==> config.mk <==
export PLATFORM = sky130hd
export DESIGN_NAME = json_key_string_extractor
export DESIGN_NICKNAME = d
export VERILOG_FILES = /design/src/rtl/core/jkse_pkg.sv /design/src/rtl/core/jkse_front.sv /design/src/rtl/core/jkse_back.sv /design/src/rtl/core/json_key_string_extractor.sv
export SDC_FILE = /design/constraint.sdc
export NUM_CORES = 1
export LEC_CHECK = 0
export BUFFER_PORTS_ARGS = -buffer_cell sky130_fd_sc_hd__buf_2
export CAP_MARGIN = 5
export CELL_PAD_IN_SITES_DETAIL_PLACEMENT = 0
export CELL_PAD_IN_SITES_GLOBAL_PLACEMENT = 1
export CORE_MARGIN = 2
export CORE_UTILIZATION = 35
export CTS_CLUSTER_SIZE = 24
export DETAILED_ROUTE_END_ITERATION = 6
export GPL_TIMING_DRIVEN = 0
export MAX_ROUTING_LAYER = met4
export PLACE_DENSITY = 0.67
export SLEW_MARGIN = 15
export SYNTH_ARGS = -nofsm -noshare
export SYNTH_HDL_FRONTEND = slang
export SYNTH_HIERARCHICAL = 1
export SYNTH_SLANG_ARGS = --single-unit
==> constraint.sdc <==
create_clock -name clk_i -period 18.6 [get_ports clk_i]
set_input_delay 0.93 -clock clk_i [delete_from_list [all_inputs] [get_ports clk_i]]
set_output_delay 0.93 -clock clk_i [all_outputs]
set_load 0.02 [all_outputs]
==> src/rtl/core/jkse_pkg.sv <==
package jkse_pkg;

  // Result status codes
  localparam logic [1:0] ST_CHAR = 2'd0;
  localparam logic [1:0] ST_DONE = 2'd1;
  localparam logic [1:0] ST_FAIL = 2'd2;

  // Register indexes (8-byte stride on the config port)
  localparam logic [1:0] REG_KEY_LOW  = 2'd0;
  localparam logic [1:0] REG_KEY_HIGH = 2'd1;
  localparam logic [1:0] REG_KEY_LEN  = 2'd2;

  // Width of the key length register
  localparam int unsigned LEN_W = 5;

  // Result queue depth between front and back
  localparam int unsigned QDEPTH = 4;

  typedef struct packed {
    logic [7:0] char_out;
    logic [1:0] status;
    logic       run_end;
  } result_t;

  // Up to two results per accepted byte; v1 implies v0
  typedef struct packed {
    logic    v0;
    result_t r0;
    logic    v1;
    result_t r1;
  } push_t;

endpackage

==> src/rtl/core/jkse_front.sv <==
module jkse_front #(
  parameter int unsigned MAX_KEY_CHARS = 16
) (
  input  logic                    clk_i,
  input  logic                    rst_ni,
  input  logic                    accept_i,
  input  logic [7:0]              data_byte_i,
  input  logic                    doc_last_i,
  input  logic [63:0]             key_low_i,
  input  logic [63:0]             key_high_i,
  input  logic [jkse_pkg::LEN_W-1:0] key_len_i,
  output jkse_pkg::push_t         push_o
);
  import jkse_pkg::*;

  localparam int unsigned DEPTH = MAX_KEY_CHARS + 2;
  localparam int unsigned FW    = $clog2(DEPTH + 1);

  // Parser phases
  localparam logic [2:0] PH_SEARCH = 3'd0;
  localparam logic [2:0] PH_COLON  = 3'd1;
  localparam logic [2:0] PH_SKIPWS = 3'd2;
  localparam logic [2:0] PH_STRING = 3'd3;
  localparam logic [2:0] PH_ESCAPE = 3'd4;
  localparam logic [2:0] PH_DONE   = 3'd5;

  // Byte constants
  localparam logic [7:0] CH_QUOTE  = 8'h22;
  localparam logic [7:0] CH_BSLASH = 8'h5C;
  localparam logic [7:0] CH_COLON  = 8'h3A;
  localparam logic [7:0] CH_SPACE  = 8'h20;
  localparam logic [7:0] CH_LC_B   = 8'h62;
  localparam logic [7:0] CH_LC_F   = 8'h66;
  localparam logic [7:0] CH_LC_N   = 8'h6E;
  localparam logic [7:0] CH_LC_R   = 8'h72;
  localparam logic [7:0] CH_LC_T   = 8'h74;

  function automatic logic [7:0] unescape(input logic [7:0] e);
    logic [7:0] r;
    case (e)
      CH_LC_B: r = 8'h08;
      CH_LC_F: r = 8'h0C;
      CH_LC_N: r = 8'h0A;
      CH_LC_R: r = 8'h0D;
      CH_LC_T: r = 8'h09;
      default: r = e;
    endcase
    return r;
  endfunction

  logic [2:0]          phase_q, phase_d;
  logic [7:0]          win_q [DEPTH];
  logic [7:0]          win_new [DEPTH];
  logic [FW-1:0]       fill_q, fill_d, fill_inc;
  logic [LEN_W-1:0]    len, plen;
  logic [127:0]        key_all;
  logic                match;
  logic                is_space;
  push_t               push;

  // Effective key length, clamped to MAX_KEY_CHARS
  assign len  = (key_len_i > LEN_W'(MAX_KEY_CHARS)) ? LEN_W'(MAX_KEY_CHARS) : key_len_i;
  assign plen = len + LEN_W'(2);
  assign key_all = {key_high_i, key_low_i};

  assign is_space = (data_byte_i == CH_SPACE) || (data_byte_i inside {[8'd9:8'd13]});

  // Window after this byte is shifted in, newest at index 0
  always_comb begin
    win_new[0] = data_byte_i;
    for (int k = 1; k < DEPTH; k++) begin
      win_new[k] = win_q[k-1];
    end
  end

  assign fill_inc = (fill_q < FW'(DEPTH)) ? fill_q + FW'(1) : fill_q;

  // Parallel compare of the window against the quoted key
  always_comb begin
    logic [LEN_W-1:0] idx;
    logic [7:0]       pat;
    // plen never exceeds DEPTH, so it fits the fill width
    match = (fill_inc >= FW'(plen));
    for (int k = 0; k < DEPTH; k++) begin
      idx = len - LEN_W'(k);
      if ((k == 0) || (LEN_W'(k) == plen - LEN_W'(1))) begin
        pat = CH_QUOTE;
      end else begin
        pat = key_all[{idx[3:0], 3'b000} +: 8];
      end
      if ((LEN_W'(k) < plen) && (win_new[k] != pat)) begin
        match = 1'b0;
      end
    end
  end

  // Phase machine and result generation
  always_comb begin
    phase_d = phase_q;
    fill_d  = fill_q;
    push    = '0;
    if (accept_i) begin
      case (phase_q)
        PH_SEARCH: begin
          fill_d = fill_inc;
          if (match) phase_d = PH_COLON;
        end
        PH_COLON: begin
          if (data_byte_i == CH_COLON) phase_d = PH_SKIPWS;
        end
        PH_SKIPWS: begin
          if (!is_space) begin
            if (data_byte_i == CH_QUOTE) begin
              phase_d = PH_STRING;
            end else begin
              push.v0 = 1'b1;
              push.r0 = '{char_out: 8'h00, status: ST_FAIL, run_end: 1'b1};
              phase_d = PH_DONE;
            end
          end
        end
        PH_STRING: begin
          if (data_byte_i == CH_QUOTE) begin
            push.v0 = 1'b1;
            push.r0 = '{char_out: 8'h00, status: ST_DONE, run_end: 1'b1};
            phase_d = PH_DONE;
          end else if ((data_byte_i == CH_BSLASH) && !doc_last_i) begin
            phase_d = PH_ESCAPE;
          end else begin
            push.v0 = 1'b1;
            push.r0 = '{char_out: data_byte_i, status: ST_CHAR, run_end: 1'b0};
          end
        end
        PH_ESCAPE: begin
          push.v0 = 1'b1;
          push.r0 = '{char_out: unescape(data_byte_i), status: ST_CHAR, run_end: 1'b0};
          phase_d = PH_STRING;
        end
        default: begin
          phase_d = PH_DONE;
        end
      endcase
      // End of document: fail if unfinished, then rearm
      if (doc_last_i) begin
        if (phase_d != PH_DONE) begin
          if (push.v0) begin
            push.v1 = 1'b1;
            push.r1 = '{char_out: 8'h00, status: ST_FAIL, run_end: 1'b1};
          end else begin
            push.v0 = 1'b1;
            push.r0 = '{char_out: 8'h00, status: ST_FAIL, run_end: 1'b1};
          end
        end
        phase_d = PH_SEARCH;
        fill_d  = '0;
      end
    end
  end

  assign push_o = push;

  always_ff @(posedge clk_i or negedge rst_ni) begin
    if (!rst_ni) begin
      phase_q <= PH_SEARCH;
      fill_q  <= '0;
    end else begin
      phase_q <= phase_d;
      fill_q  <= fill_d;
    end
  end

  // Match window shifts only while searching
  always_ff @(posedge clk_i) begin
    if (accept_i && (phase_q == PH_SEARCH)) begin
      for (int k = 0; k < DEPTH; k++) begin
        win_q[k] <= win_new[k];
      end
    end
  end

endmodule

==> src/rtl/core/jkse_back.sv <==
module jkse_back (
  input  logic              clk_i,
  input  logic              rst_ni,
  input  jkse_pkg::push_t   push_i,
  output logic              room_o,
  input  logic              out_stall_i,
  output logic              out_valid_o,
  output jkse_pkg::result_t out_o
);
  import jkse_pkg::*;

  localparam int unsigned PW = $clog2(QDEPTH);
  localparam int unsigned CW = $clog2(QDEPTH + 1);

  result_t       mem_q [QDEPTH];
  logic [PW-1:0] wptr_q, rptr_q;
  logic [CW-1:0] count_q;
  logic [CW-1:0] n_push;
  logic          pop;
  logic          out_valid_q;
  result_t       out_q;

  assign n_push = CW'(push_i.v0) + CW'(push_i.v1);
  assign pop    = (count_q != '0) && (!out_valid_q || !out_stall_i);
  // Front may push two results, so keep two slots free
  assign room_o = (count_q <= CW'(QDEPTH - 2));

  // Queue pointers and count
  always_ff @(posedge clk_i or negedge rst_ni) begin
    if (!rst_ni) begin
      wptr_q  <= '0;
      rptr_q  <= '0;
      count_q <= '0;
    end else begin
      wptr_q  <= wptr_q + PW'(n_push);
      rptr_q  <= rptr_q + PW'(pop);
      count_q <= count_q + n_push - CW'(pop);
    end
  end

  // Queue storage
  always_ff @(posedge clk_i) begin
    if (push_i.v0) mem_q[wptr_q] <= push_i.r0;
    if (push_i.v1) mem_q[wptr_q + PW'(1)] <= push_i.r1;
  end

  // Output register
  always_ff @(posedge clk_i or negedge rst_ni) begin
    if (!rst_ni) begin
      out_valid_q <= 1'b0;
    end else if (pop) begin
      out_valid_q <= 1'b1;
    end else if (!out_stall_i) begin
      out_valid_q <= 1'b0;
    end
  end

  always_ff @(posedge clk_i) begin
    if (pop) out_q <= mem_q[rptr_q];
  end

  assign out_valid_o = out_valid_q;
  assign out_o       = out_q;

endmodule

==> src/rtl/core/json_key_string_extractor.sv <==
// Extracts the string value of one configured key from a JSON byte stream. One byte
// is accepted per cycle while in_stall_o is low; the search for the quoted key is
// a parallel compare over an 18-byte window, so the parser never waits on its own
// work. A byte yields zero, one or two result beats, which go through a four-entry
// queue to a registered output; the input stalls only when fewer than two queue
// slots are free, which happens only when the consumer holds off. The second beat
// of a byte follows its first. On a failure beat (status 2) the consumer drops the
// characters of that extraction. Key registers sit at 0x00, 0x08 and 0x10 and
// should be written between documents.
module json_key_string_extractor #(
  parameter int unsigned MAX_KEY_CHARS = 16
) (
  input  logic        clk_i,
  input  logic        rst_ni,
  input  logic        in_valid_i,
  output logic        in_stall_o,
  input  logic [7:0]  data_byte_i,
  input  logic        doc_last_i,
  output logic        out_valid_o,
  input  logic        out_stall_i,
  output logic [7:0]  char_out_o,
  output logic [1:0]  status_o,
  output logic        run_end_o,
  input  logic        psel,
  input  logic        penable,
  input  logic        pwrite,
  input  logic [4:0]  paddr,
  input  logic [63:0] pwdata,
  output logic [63:0] prdata,
  output logic        pready
);
  import jkse_pkg::*;

  logic [63:0]      key_low_q, key_high_q;
  logic [LEN_W-1:0] key_len_q;
  logic             cfg_wr;
  logic [1:0]       reg_idx;
  logic             room;
  logic             accept;
  push_t            push;
  result_t          res;

  // Configuration registers
  assign pready  = 1'b1;
  assign reg_idx = paddr[4:3];
  assign cfg_wr  = psel && penable && pwrite && pready;

  always_ff @(posedge clk_i or negedge rst_ni) begin
    if (!rst_ni) begin
      key_low_q  <= '0;
      key_high_q <= '0;
      key_len_q  <= '0;
    end else if (cfg_wr) begin
      case (reg_idx)
        REG_KEY_LOW:  key_low_q  <= pwdata;
        REG_KEY_HIGH: key_high_q <= pwdata;
        REG_KEY_LEN:  key_len_q  <= pwdata[LEN_W-1:0];
        default: ;
      endcase
    end
  end

  always_comb begin
    case (reg_idx)
      REG_KEY_LOW:  prdata = key_low_q;
      REG_KEY_HIGH: prdata = key_high_q;
      REG_KEY_LEN:  prdata = {{(64 - LEN_W){1'b0}}, key_len_q};
      default:      prdata = '0;
    endcase
  end

  // Input handshake
  assign accept     = in_valid_i && room;
  assign in_stall_o = !room;

  jkse_front #(
    .MAX_KEY_CHARS(MAX_KEY_CHARS)
  ) u_front (
    .clk_i       (clk_i),
    .rst_ni      (rst_ni),
    .accept_i    (accept),
    .data_byte_i (data_byte_i),
    .doc_last_i  (doc_last_i),
    .key_low_i   (key_low_q),
    .key_high_i  (key_high_q),
    .key_len_i   (key_len_q),
    .push_o      (push)
  );

  jkse_back u_back (
    .clk_i       (clk_i),
    .rst_ni      (rst_ni),
    .push_i      (push),
    .room_o      (room),
    .out_stall_i (out_stall_i),
    .out_valid_o (out_valid_o),
    .out_o       (res)
  );

  assign char_out_o = res.char_out;
  assign status_o   = res.status;
  assign run_end_o  = res.run_end;

endmodule

-- After elaboration in Yosys (flattened, before gate mapping)
Memories as Yosys holds them, arrays and structs flattened. A register that Yosys moved wholly into a read port is not among the register bits.
Cells that the tools add are included.
- $add $sub $neg: 26
- $lt $le $gt $ge: 24
- equal/unequal tests: 52
- shift operators: 17
- muxes and demuxes: 69
- reductions and logical operators: 39
- operator list (operator ; number):
    128-bit by 8-bit variable part select with 8-bit output ; 17
    64-bit one-hot mux with 3 select lines ; 1
    8-bit two-way mux ; 17
    8-bit != test ; 17
    12-bit two-way mux ; 6
    24-bit two-way mux ; 3
    8-bit by 7-bit equality test with 1-bit output, second input constant ; 6
    4-bit by 5-bit equality test with 1-bit output, first input constant ; 8
    4-bit by 5-bit less-than comparator with 1-bit output, first input constant ; 8
    8-bit one-hot mux with 5 select lines ; 1
    12-bit one-hot mux with 3 select lines ; 1
    4-bit subtractor, second input constant ; 8
    1-bit two-way mux ; 26
    1-bit logical AND ; 25
    8-bit by 6-bit equality test with 1-bit output, second input constant ; 3
    3-bit two-way mux ; 8
    3-bit by 5-bit equality test with 1-bit output, first input constant ; 4
    3-bit by 5-bit less-than comparator with 1-bit output, first input constant ; 4
    5-bit two-way mux ; 4
    4-bit by 3-bit subtractor with 4-bit output, second input constant ; 4
    3-bit one-hot mux with 5 select lines ; 1
    4-bit by 1-bit subtractor with 4-bit output, second input constant ; 3
    11-bit two-way mux ; 1
    2-bit by 5-bit equality test with 1-bit output, first input constant ; 2
    other kinds (36) ; 49
- register bits after elaboration: 149
- RAM bits: 188
- logic and storage cells: 238
- memories kept: 2
- memory list (memory ; depth ; width ; read ports ; clocked after memory_dff ; write ports ; RTL line ; source):
    u_front.win_q ; 18 ; 8 ; 17 ; 0 ; 18 ; jkse_front.sv:52 ; logic [7:0] win_q [DEPTH];
    u_back.mem_q ; 4 ; 11 ; 1 ; 1 ; 2 ; jkse_back.sv:15 ; result_t mem_q [QDEPTH];

-- Longest topological paths before layout
- word-level depth: 35
- gate-level depth with buffers: 25

-- Hierarchy
The synthesis kept the hierarchy.
- modules (own cells, without submodules) (module ; instances ; cells each ; area each (µm²) ; seq. area each (µm²)):
    jkse_front ; 1 ; 2007 ; 18591.6 ; 4284.1
    json_key_string_extractor ; 1 ; 436 ; 6254.7 ; 3328.2
    jkse_back ; 1 ; 159 ; 3071.7 ; 1851.8

-- Worst setup path before layout
Ideal clock, no wire load.
- path type: input port to flip-flop
- from: input port in_valid_i
- to: register u_front.phase_q[0]
- library setup time: 77 ps
- arrival: 6878 ps
- required time: 18523 ps
- path slack: 11645 ps
- stages: 11
- path buffers: 1
- cell sequence: and2_1 > and2_1 > clkbuf_1 > nor3b_1 > o211ai_1 > a311oi_1 > nand4_1 > or4_1 > a2111oi_2 > o2111ai_1 > o21ai_1
- word-level cells in the longest chain between the ends: 1
- ends and longest elaborated chain (element ; RTL line ; source):
    start, declared ; json_key_string_extractor.sv:15 ; input logic in_valid_i,
    1-bit logical AND ; json_key_string_extractor.sv:73 ; assign accept = in_valid_i && room;
    end signal, assigned ; jkse_front.sv:167 ; phase_q <= phase_d;
    end, declared ; jkse_front.sv:51 ; logic [2:0] phase_q, phase_d;
Every way passes these cells.
A chain may end at the register's enable or synchronous reset.

-- Final worst setup path
- from: register key_len_q[4]
- to: register u_front.phase_q[0]
- word-level cells in the longest chain between the ends: 29
- ends and longest elaborated chain (element ; RTL line ; source):
    start, declared ; json_key_string_extractor.sv:35 ; logic [LEN_W-1:0] key_len_q;
    start signal, assigned ; json_key_string_extractor.sv:57 ; REG_KEY_LEN: key_len_q <= pwdata[LEN_W-1:0];
    5-bit greater-than comparator ; jkse_front.sv:62 ; assign len = (key_len_i > LEN_W'(MAX_KEY_CHARS)) ? LEN_W'(MAX_KEY_CHARS) : key_len_i;
    5-bit two-way mux (*) ; jkse_front.sv:62 ;
    5-bit by 2-bit adder with 5-bit output ; jkse_front.sv:63 ; assign plen = len + LEN_W'(2);
    5-bit by 1-bit subtractor with 5-bit output ; n/a ;
    1-bit by 5-bit equality test with 1-bit output ; jkse_front.sv:86 ; if ((k == 0) || (LEN_W'(k) == plen - LEN_W'(1))) begin
    8-bit two-way mux ; jkse_front.sv:86 ;
    8-bit != test ; jkse_front.sv:91 ; if ((LEN_W'(k) < plen) && (win_new[k] != pat)) begin
    1-bit logical AND ; jkse_front.sv:91 ;
    1-bit two-way mux (16 in a row) ; jkse_front.sv:91 ;
    1-bit two-way mux (*) ; jkse_front.sv:91 ;
    3-bit two-way mux (*) ; jkse_front.sv:106 ; if (match) phase_d = PH_COLON;
    3-bit one-hot mux with 5 select lines (*) ; jkse_front.sv:103 ; case (phase_q)
    3-bit two-way mux (*) ; jkse_front.sv:102 ; if (accept_i) begin
    3-bit two-way mux (*) ; jkse_front.sv:144 ; if (doc_last_i) begin
Every way passes the cells marked *; elsewhere a longest branch is shown, timed or not. The select of a mux whose other input is x is not followed.

==> impl_metrics.ini <==
[sta]
hold_viol_final = 0
relSlewSlack = 0.147
slew_violations = 0
setup_viol = 0
whs_ns = 0.276
min_period_over_period = 0.476
fin_crit_ns = 8.85
worst_slack_ns = 9.75
fin_skew_ns = 0.0276
fmax_mhz = 113
tightest_slew_ns = 1.28
tns_ns = 0
rsz0062_at_grt = false

[cts]
cts_root_buf = clkbuf_16
cts_made_buffers = 41
cts_resized = 0
tritoncts = done
post_cts_buffers = 0
cts_buffer_depth = 3
path_clk_slew_ns = 0.06
htreeDepth = 2
worstSkewPairLatency_ns = 0.59
postCtsHoldBufs = 0
clock-sinks = 340

[drt]
drtPass1Iterations = 7
dr.first_iter.drc_count = 3175
num_vias = 25500
routedWlPerCell_um = 37.8
drtAntennaViolNets = 0
vias_per_cell = 6.55
drc_errors = 1
wl_mm = 147

[worst_setup_path]
cpLargestDelayFamily = buffers and inverters
r2r_slack_ns = 9.75
crit_fanout = 13
crit_cells = 21
start_kind = flip-flop
cp.arrival_ns = 9.32
cp.required_ns = 19.08
cpMostUsedCell = buf_2
critical_path.max_stage_delay_ns = 0.93
critPathKind = flip-flop to flip-flop
critical_path.cell_chain = nand2b_4 -> buf_6 -> buf_4 -> buf_2 -> buf_2 -> clkbuf_1 -> ha_1 -> clkbuf_1 -> buf_2 -> buf_2 -> mux2i_1 -> mux4_2 -> nor3b_1 -> a31oi_1 -> o32a_1 -> a21o_1 -> o41ai_1 -> nand2_1 -> a2111oi_2 -> o2111ai_1 -> o21ai_1
r2r_cells = 21
end_kind = flip-flop
critical_path_buf_inv_count = 8
cp_slowest_cell = clkbuf_1
r2r-end = u_front/phase_q[0]$_DFFE_PN0P_
r2r_start = key_len_q[4]$_DFFE_PN0P_

[global_route]
grt_use_total = 0.362
grt_max_degree = 87
use_met2 = 0.530
grt_pass1_vias = 24300
antenna_found_initial = 4
met1_usage = 0.470
overflow = 0
gr-max-usage-layer = met2
grt_pass1_wl_mm = 200
use_met3 = 0.0830

[synthesis]
async_flop_share = 0.438
yosysSeqAreaShare = 0.339
synth_seq_cells = 340
ys_types = 112
yosysWarnings = 6
synth-edff-count = 191
syn_area_um2 = 27900
synth_area_per_cell_um2 = 10.7
synthCells = 2602
ys.flop_type = edfxtp_1

[die]
core_area_um2 = 79000
start_util = 0.353
dieWidth_um = 286
ios = 163
die_h_um = 286
num_rows = 103
die-area_um2 = 82000

[cells_and_area]
finalNetCount = 2922
multiInputGateArea_um2 = 17100
fill_cells = 7676
stdcell_area_um2 = 31500
seq_area_um2 = 9460
utilization = 0.399
synthToLayoutAreaGrowth_pct = 12.9
drive_gt1_frac = 0.258

[run_status]
status = finished, violations left
violations = DRC

[power_and_ir_drop]
p_leak_nw = 12.7
ir_drop_mv = 0.0744
powerDensity_nw_per_um2 = 174

[placed_design]
globalplace.congestion = 1.06
dp_hpwl_mm = 117
dpl_worst_slack_ns = 10.30
placed_cell_area_um2 = 30200
port_buffers = 157

[worst_hold_path]
min_path_type = primary input to async pin

[flow_run]
maxCapViolations = 0
## worst register-to-register path, delay by kind of cell (launching register included)
| kind | cells | cell delay (ns) |
|---|---|---|
| muxes | 2 | 1.24 |
| buffers and inverters | 8 | 3.41 |
| DFF | 1 | 0.85 |
| adders and majority gates | 1 | 0.33 |
| and+or+nand+nor | 3 | 0.64 |
| AOI/OAI and AO/OA | 7 | 2.28 |
## how the worst max path moves through the flow
stage                                           endpoint                startpoint
after CTS                 u_front/phase_q[0]$_DFFE_PN0P_  key_len_q[4]$_DFFE_PN0P_
after floorplan           u_front/phase_q[0]$_DFFE_PN0P_                in_valid_i
after global routing      u_front/phase_q[0]$_DFFE_PN0P_  key_len_q[4]$_DFFE_PN0P_
after detailed placement  u_front/phase_q[0]$_DFFE_PN0P_  key_len_q[4]$_DFFE_PN0P_
final                     u_front/phase_q[0]$_DFFE_PN0P_  key_len_q[4]$_DFFE_PN0P_
after global placement    u_front/phase_q[0]$_DFFE_PN0P_                in_valid_i
## report_power, final
part           switching, mW  total (mW)  internal [mW]
clock                  0.343       0.816          0.474
combinational           2.14        3.33           1.19
sequential             0.354        1.33          0.979
## cells in the mapped netlist (17+ instances only)
cell type    n  area share
inv_1       56      0.0075
a21oi_1     98       0.018
a211oi_1    30      0.0081
nor2b_1     24      0.0054
nand2b_1    29      0.0065
nand2_1    174       0.023
buf_2       73       0.013
nand4_1     29      0.0065
nor3b_1     21      0.0056
buf_6       17      0.0069
ha_1        22      0.0099
mux2i_1    287        0.10
buf_1       18      0.0024
o211ai_1    18      0.0048
mux2_4      98       0.053
and3_1      19      0.0043
edfxtp_1   191        0.21
nor2_1     191       0.026
nor3_1      49      0.0088
a31oi_1     47       0.011
clkbuf_1    39      0.0052
xnor2_1     51       0.016
a22oi_1     30      0.0081
dfrtp_1    149        0.13
o21ai_0    105       0.019
buf_4       33      0.0089
mux4_2     125        0.10
xor2_1      29      0.0091
o22ai_1     35      0.0078
mux2_2     102       0.041
nand3_1     60       0.011
## per-stage QoR
stage	std cells	power, mW
after floorplan	2610	3.18
after global placement	3817	4.48
after detailed placement	3821	4.52
after CTS	3894	5.35
after global routing	3895	5.63
final	3896	5.48
## layout make-up
cell class,count,share of cell area
multi-input cells,2020,0.543
flip-flops and latches,340,0.300
well taps,1050,0.0417
plain buffers,187,0.0364
clock buffers,54,0.0360
repair buffers,161,0.0281
inverters,63,0.00750
clock inverters,19,0.00651
diodes,2,0.000159
## kinds of logic (layout without fill, tap and decap cells)
| kind of cell | after synthesis | in the layout | synth area share |
|---|---|---|---|
| adders and majority gates | 24 | 24 | 0.0109 |
| buffers and inverters | 250 | 484 | 0.0494 |
| muxes | 621 | 621 | 0.302 |
| DFF | 340 | 340 | 0.339 |
| xor gates and xnor gates | 83 | 83 | 0.0272 |
| other | 2 | 12 | 0.000269 |
| AOI/OAI and AO/OA | 561 | 561 | 0.138 |
| and+or+nand+nor | 721 | 721 | 0.134 |
## metal layers
layer,routed length (um),share of wire
met1,61000,0.41
met2,64000,0.43
met3,13500,0.092
met4,8750,0.059
met5,0,0
## state kept, by name (all words and copies together), names as in the netlist
signal,count
u_back/wptr_q,2
u_back/count_q,3
u_front/win_q,136
u_back/rptr_q,2
u_back/mem_q,44
u_back/out_o,11
key_low_q,64
key_high_q,64
u_front/fill_q,5
key_len_q,5
u_front/phase_q,3
u_back/out_valid_o,1
## layout by cell type, fill, tap and decap left out, drive strengths merged, types with 47 or more instances in the layout
master / count
o21ai: 106
a31oi: 47
nor2: 194
nand2: 175
nand3: 63
mux2i: 291
clkbuf: 94
xnor2: 53
nor3: 52
mux4: 125
a21oi: 99
mux2: 205
inv: 62
dfrtp: 149
edfxtp: 191
buf: 308
Note: power is estimated with default switching activity, not from simulation.
